===== src/hdl/ttcw_queue.sv =====
`default_nettype none
module ttcw_queue #(
   parameter int WIDTH = 8,
   parameter int DEPTH = 2
) (
   input  logic             clock,
   input  logic             reset,
   input  logic             push,
   input  logic [WIDTH-1:0] push_data,
   output logic             full,
   input  logic             pop,
   output logic [WIDTH-1:0] pop_data,
   output logic             empty
);
   localparam int PW = (DEPTH > 1) ? $clog2(DEPTH) : 1;
   localparam int NW = $clog2(DEPTH + 1);

   logic [WIDTH-1:0] slot_ff [DEPTH];
   logic [PW-1:0]    wr_ptr_ff, wr_ptr_in;
   logic [PW-1:0]    rd_ptr_ff, rd_ptr_in;
   logic [NW-1:0]    count_ff, count_in;

   assign full     = (count_ff == NW'(DEPTH));
   assign empty    = (count_ff == '0);
   assign pop_data = slot_ff[rd_ptr_ff];

   // Step the pointers with wrap
   always_comb begin
      wr_ptr_in = wr_ptr_ff;
      rd_ptr_in = rd_ptr_ff;
      count_in  = count_ff;
      if (push) begin
         wr_ptr_in = (wr_ptr_ff == PW'(DEPTH - 1)) ? '0 : wr_ptr_ff + PW'(1);
      end
      if (pop) begin
         rd_ptr_in = (rd_ptr_ff == PW'(DEPTH - 1)) ? '0 : rd_ptr_ff + PW'(1);
      end
      if (push && !pop) begin
         count_in = count_ff + NW'(1);
      end else if (pop && !push) begin
         count_in = count_ff - NW'(1);
      end
   end

   always_ff @(posedge clock) begin
      if (reset) begin
         wr_ptr_ff <= '0;
         rd_ptr_ff <= '0;
         count_ff  <= '0;
      end else begin
         wr_ptr_ff <= wr_ptr_in;
         rd_ptr_ff <= rd_ptr_in;
         count_ff  <= count_in;
      end
   end

   // Hold the payloads
   always_ff @(posedge clock) begin
      if (push) begin
         slot_ff[wr_ptr_ff] <= push_data;
      end
   end

endmodule
`default_nettype wire


===== config.mk =====
export PLATFORM = sky130hd
export DESIGN_NAME = ttcw_queue
export DESIGN_NICKNAME = d
export VERILOG_FILES = /design/src/hdl/ttcw_queue.sv
export SDC_FILE = /design/constraint.sdc
export NUM_CORES = 1
export LEC_CHECK = 0
export BUFFER_PORTS_ARGS = -buffer_cell sky130_fd_sc_hd__buf_2
export CORE_UTILIZATION = 40
export DETAILED_ROUTE_END_ITERATION = 7
export PLACE_DENSITY_LB_ADDON = 0.15
export SYNTH_ARGS = -nofsm -noshare
export SYNTH_HDL_FRONTEND = slang
export SYNTH_SLANG_ARGS = --single-unit
export TNS_END_PERCENT = 1

===== constraint.sdc =====
create_clock -name clock -period 1.1 [get_ports clock]
set_input_delay 0.055 -clock clock [delete_from_list [all_inputs] [get_ports clock]]
set_output_delay 0.055 -clock clock [all_outputs]
set_load 0.05 [all_outputs]

# Word-level counts from Yosys, hierarchy flattened
# Memories as Yosys holds them, arrays and structs flattened. A register that Yosys moved wholly into a read port is not among the register bits.
# Cells that the tools add are included.
# totals
n_memories	1
register_bits	4
output_inout_bits	10
ramBits	16
input_bits	12
word_cells	23
# classes
muxes	8
addsub	4
reduce_logical	6
n_eq_ne	1
# mem_list
name	words	width	read_ports	rd_ports_with_merged_regs	wr	line	source
slot_ff	2	8	1	1	1	18	logic [WIDTH-1:0] slot_ff [DEPTH];
# op_table
operator	n
1-bit 2-to-1 mux	6
2-bit 2-to-1 mux	2
1-bit adder, second input constant	2
2-bit by 1-bit adder with 2-bit output, second input constant	1
2-bit equality test, second input constant	1
1-bit logical AND	2
1-bit zero test	2
2-bit zero test	1
2-bit nonzero test	1
2-bit by 1-bit subtractor with 2-bit output, second input constant	1

# Longest topological paths before layout
# depth
depth_word	4
mapped_depth	5

# Worst setup path after synthesis
# Ideal clock, no wire load.
# synth_timing
path_kind	register -> register
start	reg wr_ptr_ff
end	mem slot_ff[0][0] (enable)
slack_ps	12
arrival_time_ps	715
n_path_buf	0
synth_period_minus_slack_ps	1088
required_time_ps	727
setup_time_ps	373
path_stages_with_launch	2
cell_sequence	dfxtp_1 > nor2b_1
# synth_rtl
item	line	source
from (decl)	19	logic [PW-1:0] wr_ptr_ff, wr_ptr_in;
from (signal assigned)	51	wr_ptr_ff <= wr_ptr_in;
to (decl)	18	
# Straight into the memory's write port.

==> summary.md <==
| Metric | Value |
|---|---|
| Seq cells post-synth | 21 |
| CP arrival | ~1.2 ns |
| Max-cap violations | 0 |
| Die H | ~46 um |
| Maximum vdd drop | ~1.1 mV |
| First-pass GRT wire length | between 2000 and 2500 um |
| Die Wd | between 40 and 50 um |
| Row count | 15 |
| Worst Setup End Kind | output pin |
| Share of layout cells above drive strength 1 | between 40% and 50% |
| Post-Place Cell Area | around 960 sq um |
| Routed Wire Length | 1430 um |
| Dominant cells by area after synthesis | edfxtp_1 (61%), dfxtp_1 (13%), mux2_2 (12%) |
| CP Launch Type | flip-flop |
| Comb power frac | between 20% and 30% |
| Net Switching | 0.519 mW |
| Final Cycle Share | 118% |
| Least-Margin Pin Slew | roughly 0.18 ns |
| Final core occ | 67.3% |
| Layout area overhead | 53.2% |
| Top_reg_cell synth | edfxtp_1 |
| Worst Setup Slack, final | -0.199 ns |
| RR Startpoint | count_ff[0] |
| Status | finished with violations |
| Syn. warnings | 0 |
| Hpwl dp | roughly 830 um |
| GRT overflow | 0 |
| Setup bufs post-CTS | 0 |
| Starting Density | ~44% |
| Filler cells | 130 |
| Vias | ~490 |
| Vias in the first global route | around 450 |
| Ant diodes | 0 |
| Leak | between 0.4 and 0.5 nW |
| Fin nets | between 90 and 100 |
| Clock sinks | 21 |
| Final setup fails | 8 |
| Biggest area consumer among synthesized cells | edfxtp_1 |
| Clk buf depth | 2 |
| Core area | roughly 1800 sq um |
| Final max-slew violation count | 0 |
| Seq pwr share | roughly half |
| Die Area | ~2100 sq um |
| Sw Ratio | ~28% |
| Post-Synthesis Cells | 47 |
| CTS tree | yes |
| DRT Pass-1 Iters | 2 |
| Antenna-violating nets left | 0 |
| RSZ-0062 raised after global routing | true |
| Antenna violations before repair | 0 |
| Gpl congestion | roughly 0.62 |
| Hold Startpoint | pop |
| Rel. slew slack | 87.9% |
| Synth Net Count | 60 |
| Clock Skew | 0.00455 ns |
| Number of synthesized flops with an enable pin | 16 |
| Cell Pwr Density | 1530 nW/um^2 |
| CTS Root Cell | clkbuf_4 |
| Num CTS Buffers | 3 |
| Required time worst endpoint | 1.04 ns |
| Max Fclk | just under 800 MHz |
| Failing checks | setup timing |
| Clock power frac | around a fifth |
| Iter 0 DRT Violations | 10 |
| Min-Delay Path Class | primary input to flip-flop |
| Mean Syn Cell Area | roughly 17 sq um |
| Post-synth top cells | edfxtp_1 (16), mux2_2 (8), dfxtp_1 (5), nor2_1 (5) |
| Post-route cell area | approximately 1200 sq um |
| Residual DRC count | 0 |
| Clk slew on worst S/H paths | 0.11 ns |
| Setup CP Type | flip-flop to output pin |
| Max H-tree Level | 1 |
| Internal cell power | ~1.3 mW |
| Input/output buffers | 21 |
| GRT Overall Usage | 15.6% |
| Average wire per standard cell | around 13 um |
| Worst skew pair latency | around 0.29 ns |
| Count leader, synth | edfxtp_1 |
| Largest net degree at the start of global routing | 12 |
| Final min period | roughly 1.3 ns |
| Yosys cell types | 15 |
| IO Count | 22 |
| Mapped cell area | 783 sq um |
| Share of the synthesized area in the top cell type | roughly three fifths |
| Vias per cell | 4.50 |
| Post-synthesis sequential area ratio | around three quarters |
| Hold Vio Cnt, Final | 0 |
| Maximum fanout along the worst path | 8 |
| FFs w/ async S/R, synth | 0% |
final cells by class:
type,instances,area [sq um],share of cell area (%)
sequential,21,583,48.6
timing repair buffer,33,332,27.6
multi-input combinational,24,224,18.7
tap,25,31.3,2.61
clock buffer,4,26.3,2.19
inverter,1,3.75,0.313
state kept, by name (all words and copies together) (netlist names), named ones only:
register,flops
count_ff,2
rd_ptr_ff,1
slot_ff,16
wr_ptr_ff,1
cell families (layout without fill, tap and decap cells):
kind of cell,after synthesis,in the layout,share of synthesized area [%]
AO/OA/AOI/OAI,2,2,1.28
XOR/XNOR,4,4,4.47
adder cells (fa/ha/maj),1,1,1.60
AND/OR/NAND/NOR,9,9,5.91
flip-flops,21,21,74.1
buffers and inverters,2,38,1.12
multiplexers,8,8,11.5
routing by layer:
metal,up-vias,global-route usage (%),wire length [um]
met2,11,26.8,816
met4,0,7.06,7
li1,243,-,-
met3,2,3.53,36
met5,-,0,0
met1,230,18.4,572
layout by cell type, fill, tap and decap left out, types with 2 or more instances in the layout:
master,instances
buf_12,2
clkbuf_4,3
nor2_1,5
buf_2,11
dfxtp_1,3
dlygate4sd3_1,9
dfxtp_2,2
buf_8,8
buf_4,2
mux2_4,8
edfxtp_1,16
xnor2_1,2
xor2_1,2
power by group through the flow:
stage	Combinational [mW]	Sequential, mW	Clock, mW
CTS	0.529	0.944	0.364
detailed placement	0.395	0.959	0
floorplan	0.283	0.951	0
global route	0.562	0.952	0.403
global placement	0.387	0.958	0
finish	0.535	0.946	0.350
metrics by stage:
| step | std cells | hold WS (ns) | total power [mW] | TNS [ns] | worst slack (ns) |
|---|---|---|---|---|---|
| finish | 108 | 0.0340 | 1.83 | -1.55 | -0.199 |
| global route | 108 | 0.0252 | 1.92 | -1.99 | -0.252 |
| CTS | 108 | 0.0285 | 1.84 | -1.65 | -0.215 |
| detailed placement | 95 | 0.248 | 1.35 | 0 | 0.00566 |
| global placement | 95 | 0.244 | 1.34 | 0 | 0.0437 |
| floorplan | 47 | 0.124 | 1.23 | 0 | 0.0123 |
timing repair:
action	in CTS	in global routing
hold endpoints to repair	21	0
setup endpoints to repair	9	10
gates resized for setup	36	2
hold buffers	9	0
pin swaps	0	0
path summary, 6_finish.rpt:
path / slack, ns / to / depth (start not counted)
max reg2reg: 0.08 / count_ff[1] / 3
min reg2reg: 0.51 / count_ff[1] / 2
min: 0.03 / flip-flop / 3
max: -0.20 / pop_data[2] / 3
critical path, stage by stage, from the launching register on:
cell and delay (ns):
dfxtp_2 0.35, buf_12 0.13, mux2_4 0.31, buf_8 0.15
No activity file was read; power rests on OpenSTA's default activity.
