### config.mk
export PLATFORM = sky130hd
export DESIGN_NAME = ttcw_front_flat
export DESIGN_NICKNAME = d
export VERILOG_FILES = /design/src/hdl/ttcw_pkg.sv /design/src/hdl/ttcw_channels.sv /design/src/hdl/ttcw_front.sv /design/src/flat_wrapper.sv
export SDC_FILE = /design/constraint.sdc
export NUM_CORES = 1
export LEC_CHECK = 0
export ABC_AREA = 1
export BUFFER_PORTS_ARGS = -buffer_cell sky130_fd_sc_hd__clkbuf_2
export CAP_MARGIN = 0
export CORE_MARGIN = 3
export CORE_UTILIZATION = 46
export DETAILED_ROUTE_END_ITERATION = 10
export GPL_ROUTABILITY_DRIVEN = 0
export PLACE_DENSITY = 0.79
export REMOVE_ABC_BUFFERS = 1
export SYNTH_ARGS = -nofsm -noshare
export SYNTH_HDL_FRONTEND = slang
export SYNTH_SLANG_ARGS = --single-unit
### constraint.sdc
create_clock -name clock -period 3.7 [get_ports clock]
set_input_delay 0.37 -clock clock [delete_from_list [all_inputs] [get_ports clock]]
set_output_delay 0.37 -clock clock [all_outputs]
set_load 0.02 [all_outputs]
### src/hdl/ttcw_pkg.sv
`default_nettype none
package ttcw_pkg;

   // Default screen store size
   localparam int DEF_MAX_COLS = 128;
   localparam int DEF_MAX_ROWS = 64;

   // Register port
   localparam int CSR_INDEX_W = 3;
   localparam int CSR_DATA_W  = 32;

   // Character codes
   localparam logic [15:0] BLANK_CODE      = 16'h0020;
   localparam logic [15:0] LINE_FEED       = 16'h000A;
   localparam logic [15:0] FIRST_PRINTABLE = 16'h0020;

   typedef enum logic [1:0] {
      OP_PUT   = 2'd0,
      OP_CLEAR = 2'd1,
      OP_READ  = 2'd2
   } op_type;

   typedef enum logic [2:0] {
      REG_COLUMN_COUNT  = 3'd0,
      REG_ROW_COUNT     = 3'd1,
      REG_FG_RGBA       = 3'd2,
      REG_BG_RGBA       = 3'd3,
      REG_ATTRIBUTE     = 3'd4,
      REG_SCROLL_ENABLE = 3'd5
   } reg_index_type;

   typedef struct packed {
      logic [7:0]  column_count;
      logic [6:0]  row_count;
      logic [31:0] fg_rgba;
      logic [31:0] bg_rgba;
      logic [7:0]  attribute;
      logic        scroll_enable;
   } cfg_type;

   localparam cfg_type CFG_RESET = '{
      column_count:  8'd80,
      row_count:     7'd25,
      fg_rgba:       32'hFFFF_FFFF,
      bg_rgba:       32'h0000_0000,
      attribute:     8'h00,
      scroll_enable: 1'b1
   };

   typedef struct packed {
      logic [15:0] code;
      logic [31:0] fore;
      logic [31:0] back;
      logic [7:0]  attr;
   } cell_type;

   localparam cell_type RESET_BLANK = '{
      code: BLANK_CODE,
      fore: CFG_RESET.fg_rgba,
      back: CFG_RESET.bg_rgba,
      attr: CFG_RESET.attribute
   };

   // What the back end has to do for one beat
   typedef enum logic [1:0] {
      CMD_NONE  = 2'd0,
      CMD_PUT   = 2'd1,
      CMD_CLEAR = 2'd2,
      CMD_READ  = 2'd3
   } cmd_kind_type;

   typedef struct packed {
      cmd_kind_type kind;
      logic         write;
      logic         scroll;
      logic         read_hit;
      logic [15:0]  code;
      logic [6:0]   cursor_x;
      logic [5:0]   cursor_y;
   } cmd_type;

   // Cell with the given code in the current colors
   function automatic cell_type make_cell(logic [15:0] code, cfg_type cfg);
      cell_type c;
      c.code = code;
      c.fore = cfg.fg_rgba;
      c.back = cfg.bg_rgba;
      c.attr = cfg.attribute;
      return c;
   endfunction

endpackage
`default_nettype wire

### src/hdl/ttcw_channels.sv
`default_nettype none
interface ttcw_req_if;
   logic        valid;
   logic        ready;
   logic [1:0]  operation;
   logic [15:0] char_code;
   logic [6:0]  read_col;
   logic [5:0]  read_row;

   modport source (output valid, operation, char_code, read_col, read_row, input ready);
   modport sink   (input valid, operation, char_code, read_col, read_row, output ready);
endinterface

`default_nettype wire

### src/hdl/ttcw_front.sv
`default_nettype none
module ttcw_front #(
   parameter int MAX_COLS = ttcw_pkg::DEF_MAX_COLS,
   parameter int MAX_ROWS = ttcw_pkg::DEF_MAX_ROWS
) (
   input  logic                                  clock,
   input  logic                                  reset,
   ttcw_req_if.sink                              req_bus,
   input  logic                                  enable,
   input  logic                                  queue_full,
   input  logic [$clog2(MAX_COLS):0]             cols,
   input  logic [$clog2(MAX_ROWS):0]             rows,
   input  logic                                  scroll_enable,
   output logic                                  push,
   output ttcw_pkg::cmd_type                     cmd,
   output logic [$clog2(MAX_COLS)+$clog2(MAX_ROWS)-1:0] addr
);
   import ttcw_pkg::*;

   localparam int CW     = $clog2(MAX_COLS);
   localparam int RW     = $clog2(MAX_ROWS);
   localparam int CNT_CW = CW + 1;
   localparam int CNT_RW = RW + 1;

   logic [CW-1:0]     cur_col_ff, cur_col_in;
   logic [RW-1:0]     cur_row_ff, cur_row_in;
   logic [CW-1:0]     col_c;
   logic [RW-1:0]     row_c;
   logic [CNT_CW-1:0] next_col;
   logic              last_row;
   logic              advance;

   // Take a beat whenever enabled and the queue has room
   assign req_bus.ready = enable && !queue_full;
   assign push          = req_bus.valid && req_bus.ready;

   // Classify the beat and move the cursor
   always_comb begin
      col_c    = (CNT_CW'(cur_col_ff) >= cols) ? CW'(cols - CNT_CW'(1)) : cur_col_ff;
      row_c    = (CNT_RW'(cur_row_ff) >= rows) ? RW'(rows - CNT_RW'(1)) : cur_row_ff;
      next_col = CNT_CW'(col_c) + CNT_CW'(1);
      last_row = (CNT_RW'(row_c) == rows - CNT_RW'(1));
      advance  = 1'b0;

      cur_col_in   = cur_col_ff;
      cur_row_in   = cur_row_ff;
      addr         = {row_c, col_c};
      cmd.kind     = CMD_NONE;
      cmd.write    = 1'b0;
      cmd.scroll   = 1'b0;
      cmd.read_hit = 1'b0;
      cmd.code     = req_bus.char_code;

      case (op_type'(req_bus.operation))
         OP_PUT: begin
            cmd.kind   = CMD_PUT;
            cur_col_in = col_c;
            cur_row_in = row_c;
            if (req_bus.char_code >= FIRST_PRINTABLE) begin
               cmd.write = 1'b1;
               if (next_col >= cols) begin
                  cur_col_in = '0;
                  advance    = 1'b1;
               end else begin
                  cur_col_in = CW'(next_col);
               end
            end else if (req_bus.char_code == LINE_FEED) begin
               cur_col_in = '0;
               advance    = 1'b1;
            end
            // Hold on the bottom row, scroll if allowed
            if (advance) begin
               if (last_row) begin
                  cmd.scroll = scroll_enable && (rows > CNT_RW'(1));
               end else begin
                  cur_row_in = row_c + RW'(1);
               end
            end
         end
         OP_CLEAR: begin
            cmd.kind = CMD_CLEAR;
         end
         OP_READ: begin
            cmd.kind     = CMD_READ;
            cmd.read_hit = (32'(req_bus.read_col) < MAX_COLS) &&
                           (32'(req_bus.read_row) < MAX_ROWS);
            addr         = {RW'(req_bus.read_row), CW'(req_bus.read_col)};
         end
         default: begin
            cmd.kind = CMD_NONE;
         end
      endcase

      cmd.cursor_x = 7'(cur_col_in);
      cmd.cursor_y = 6'(cur_row_in);
   end

   // Advance the cursor on each accepted beat
   always_ff @(posedge clock) begin
      if (reset) begin
         cur_col_ff <= '0;
         cur_row_ff <= '0;
      end else if (push) begin
         cur_col_ff <= cur_col_in;
         cur_row_ff <= cur_row_in;
      end
   end

endmodule
`default_nettype wire

### src/flat_wrapper.sv
// flat-port wrapper written by rule: the top's interface ports become plain ports
module ttcw_front_flat import ttcw_pkg::*;
#(
   parameter int MAX_COLS = ttcw_pkg::DEF_MAX_COLS,
   parameter int MAX_ROWS = ttcw_pkg::DEF_MAX_ROWS
)
  (clock, reset, enable, queue_full, cols, rows, scroll_enable, push, cmd, addr, req_bus_valid, req_bus_operation, req_bus_char_code, req_bus_read_col, req_bus_read_row, req_bus_ready);
  ttcw_req_if req_bus_i ();
  input  logic clock;
  input  logic reset;
  input  logic enable;
  input  logic queue_full;
  input  logic [$clog2(MAX_COLS):0] cols;
  input  logic [$clog2(MAX_ROWS):0] rows;
  input  logic scroll_enable;
  output logic push;
  output ttcw_pkg::cmd_type cmd;
  output logic [$clog2(MAX_COLS)+$clog2(MAX_ROWS)-1:0] addr;
  input wire logic [$bits(req_bus_i.valid)-1:0] req_bus_valid;
  input wire logic [$bits(req_bus_i.operation)-1:0] req_bus_operation;
  input wire logic [$bits(req_bus_i.char_code)-1:0] req_bus_char_code;
  input wire logic [$bits(req_bus_i.read_col)-1:0] req_bus_read_col;
  input wire logic [$bits(req_bus_i.read_row)-1:0] req_bus_read_row;
  output wire logic [$bits(req_bus_i.ready)-1:0] req_bus_ready;
  assign req_bus_i.valid = req_bus_valid;
  assign req_bus_i.operation = req_bus_operation;
  assign req_bus_i.char_code = req_bus_char_code;
  assign req_bus_i.read_col = req_bus_read_col;
  assign req_bus_i.read_row = req_bus_read_row;
  assign req_bus_ready = req_bus_i.ready;
  ttcw_front #(.MAX_COLS(MAX_COLS), .MAX_ROWS(MAX_ROWS)) u_core (.clock(clock), .reset(reset), .req_bus(req_bus_i), .enable(enable), .queue_full(queue_full), .cols(cols), .rows(rows), .scroll_enable(scroll_enable), .push(push), .cmd(cmd), .addr(addr));
endmodule
Yosys cells after proc, flatten, opt, wreduce, memory -nomap -nowiden:

Index checks and enable logic that the tools add are counted.

* bits in registers: 13
* input port bits: 52
* output and inout port bits: 49
* word-level logic and storage cells: 40

* add/subtract/negate cells: 4
* $lt $le $gt $ge: 5
* equality and inequality tests: 4
* mux-type cells: 20
* reductions and logical operators: 5

Operators by type and width (number)
* 7-bit two-way mux: 5
* 6-bit two-way mux: 4
* 16-bit by 4-bit equality test with 1-bit output, second input constant: 1
* 16-bit by 6-bit greater-or-equal comparator with 1-bit output, second input constant: 1
* 7-bit by 1-bit subtractor with 7-bit output, second input constant: 2
* 13-bit two-way mux: 1
* 7-bit by 1-bit adder with 8-bit output, second input constant: 1
* 7-bit by 8-bit greater-or-equal comparator with 1-bit output: 1
* 8-bit greater-or-equal comparator: 1
* 1-bit two-way mux: 8
* 6-bit by 7-bit equality test with 1-bit output: 1
* 6-bit by 7-bit greater-or-equal comparator with 1-bit output: 1
* 7-bit by 1-bit > comparator with 1-bit output, second input constant: 1
* 6-bit by 1-bit adder with 6-bit output, second input constant: 1
* 2-bit one-hot mux with 3 select lines: 1
* 1-bit logical AND: 3
* 2-bit by 1-bit equality test with 1-bit output, second input constant: 1
* 2-bit equality test, second input constant: 1
* 2-bit zero test: 1
* 2-bit two-way mux: 1
* 1-bit zero test: 1

Depth between registers and ports, before layout:

* word-level depth: 9
* mapped depth: 30
* mapped depth without buffers: 30

Worst setup path before layout:

Ideal clock, no wire load.

* kind: input port to output port
* start: input port cols[5]
* end: output port cmd[5] (netlist bit)
* data arrival time: 3.282 ns
* required time: 3.330 ns
* slack: 0.048 ns
* stages on the path: 25
* buffers on the path: 0
* cell sequence: inv_1 > ha_1 > a21oi_1 > nor2_1 > a21oi_4 > nand2_4 > nand2_1 > nand2_1 > ha_1 > nand2_2 > nor2_2 > nand2_1 > nand2_1 > and2_1 > ha_1 > nand2_1 > nor2_1 > nand4_1 > nand4_1 > nand2_1 > nor3_2 > nand2_1 > nand2_1 > nand3_1 > nand2_1

RTL lines
* start, declared: line flat_wrapper.sv:13 `input logic [$clog2(MAX_COLS):0] cols;`
* end, declared: line flat_wrapper.sv:17 `output ttcw_pkg::cmd_type cmd;`

==> results.md <==
* Largest net degree at the start of global routing at 29
* Num CTS Buffers at 3
* IO buf count at 100
* Fill count at 376
* WHS Path Cells at 4
* First-pass GRT wire length at 14.2 mm
* Netlist cell types at 37
* H-tree Lvls at 1
* Vias in the first global route at 3277
* Gr usage total at 26.8%
* Setup tns final at -7530 ps
* Initial antenna violation count at 0
* CP Max Fanout at 6
* Worst slew pin tran at 914 ps
* Starting DRT DRC Count at 477
* Failing checks: negative setup slack
* Number of synthesized flops with an enable pin at 0
* Fmax at 229 MHz
* Row count at 26
* Syn-to-layout area delta at 50.7%
* Slowest cell on crit path: dfxtp_2
* Post-synth ARST share at 0%
* Die H at 81.5 um
* Required @ worst endpoint at 3330 ps
* Fin area at 0.00396 sq mm
* RSZ-0062 raised after global routing: yes
* Leak Pwr at 0.00230 uW
* Slew Limit Fails at 0
* Dpl hpwl at 6.58 mm
* DR DRC count at 0
* Worst ir drop on vdd at 175 uV
* Status: finished, violations left
* Crit path launch type: flop
* Final #Nets at 678
* Area of placed instances at 0.00333 sq mm
* Hold Fails Final Rpt at 0
* Hold Path Class: primary input to flop
* Skew final at 10.3 ps
* Core area at 0.00530 sq mm
* WP data arrival at 4000 ps
* Routed Antenna Nets at 0
* Rel. slew slack at 39.1%
* Top_reg_cell synth: dfxtp_1
* Crit end category: output pin
* Reg2reg path depth at 26
* Diodes inserted at 0
* Clock Tree Root: clkbuf_8
* Fin crit share at 118%
* Most numerous cell on the critical path: nand2_4
* CTS tree: yes
* Min setup slack post-route at -668 ps
* Crit path kind: flop to output pin
* Layout cells sized above 1 at 43.1%
* Die W at 81.5 um
* Most frequent cells in the layout: nand2_1, clkbuf_2, inv_1, buf_4, nand3_1
* Sequential share of the synthesized area at 9.91%
* Total Wirelength at 11.0 mm
* #FFs+latches synth at 13
* Clock tree buffer depth at 2
* Pre-CTS WS at -357 ps
* Most common cell after layout, fill and taps aside: nand2_1
* Final min period at 4370 ps
* Max-cap viol count at 0
* Num ports at 101
* Final setup fails at 19
* Crit path largest cell delay at 350 ps
* Yosys synthesis warning count at 0
* Total grt overflow at 0
* Clock transition at path regs at 70 ps
* Mapped Area at 0.00263 sq mm
* Die area at 0.00665 sq mm
* Vias per inst at 5.81
* Power per cell area at 200 mW/mm^2
* Worst skew pair latency at 260 ps
* DR pass1 iterations at 11
* Synth Instances at 460
* # clock sinks at 13
* Initial Utilization at 49.5%
* WL per Instance at 16.5 um
* Vias at 3872
* Average size of a mapped cell at 5.71 sq um
[power by group]
| part | internal [uW] | total (uW) | switching, uW |
|---|---|---|---|
| clock network | 76.5 | 141 | 64.9 |
| registers | 147 | 155 | 7.88 |
| logic | 196 | 493 | 297 |
| total | 420 | 790 | 370 |
[timing repair]
| item | CTS | global route |
|---|---|---|
| hold buffers | 0 | 0 |
| setup endpoints to repair | 14 | 15 |
| buffers inserted | 13 | 5 |
| pin swaps | 21 | 32 |
| gates resized for setup | 61 | 61 |
[cell usage after synthesis (6+ instances only)]
master | n | area [sq um]
buf_4 | 17 | 128
nand3_2 | 8 | 80.1
o21ai_1 | 6 | 30.0
a21oi_1 | 19 | 95.1
o21ai_0 | 28 | 140
nand3_1 | 48 | 240
ha_1 | 29 | 363
dfxtp_1 | 13 | 260
nor2_1 | 26 | 97.6
inv_1 | 82 | 308
nand2_1 | 128 | 480
[stage by stage]
step                      total power, uW  hold WS (ps)  util, %  std cells
after floorplan                       375           515        -        436
after global placement                531           563     62.9        644
after detailed placement              541           564     62.9        644
after CTS                             712           497     69.6        661
after global routing                  829           548     74.6        666
final                                 790           534     74.6        666
[final timing paths]
kind / startpoint / end / slack, ps
worst max-delay path: u_core.cur_col_ff[5]$_SDFFE_PP0P_ / cmd[3] / -670
worst min-delay path: reset / u_core.cur_row_ff[5]$_SDFFE_PP0P_ / 530
worst max register to register: u_core.cur_col_ff[5]$_SDFFE_PP0P_ / u_core.cur_row_ff[3]$_SDFFE_PP0P_ / -90
worst min register to register: u_core.cur_col_ff[2]$_SDFFE_PP0P_ / u_core.cur_col_ff[2]$_SDFFE_PP0P_ / 580
[critical path: cells and delay by family (launching register included)]
family	cells	cell delay [ps]
fa+ha+maj	3	700
compound gates	2	380
buf+inv	1	140
flops	1	350
simple gates	19	2150
[registers in the layout, indices dropped and copies added, names as in the netlist]
name and count:
u_core.cur_col_ff 7, u_core.cur_row_ff 6
[cell families after synthesis]
logic type / count (synthesis) / share of synthesized area (%)
compound gates: 59 / 12.2
buf+inv: 110 / 18.7
flops: 13 / 9.91
fa+ha+maj: 29 / 13.8
xor+xnor: 7 / 2.34
simple gates: 242 / 43.0
[final cells by class]
| type | instances | area, sq um | share of cell area (%) |
|---|---|---|---|
| Clock buffer | 4 | 45.0 | 1.14 |
| Inverter | 86 | 338 | 8.54 |
| Multi-Input combinational cell | 337 | 2220 | 56.1 |
| Sequential cell | 13 | 263 | 6.64 |
| Tap cell | 70 | 87.6 | 2.21 |
| Timing Repair Buffer | 156 | 1000 | 25.4 |
[per-layer routing]
metal	vias up	share of wire [%]	track usage, %
li1	1728	-	-
met1	1682	35	32.8
met2	353	44	46.2
met3	109	12	3.95
met4	0	8.1	12.2
met5	-	0	0
No activity file was read; power rests on OpenSTA's default activity.
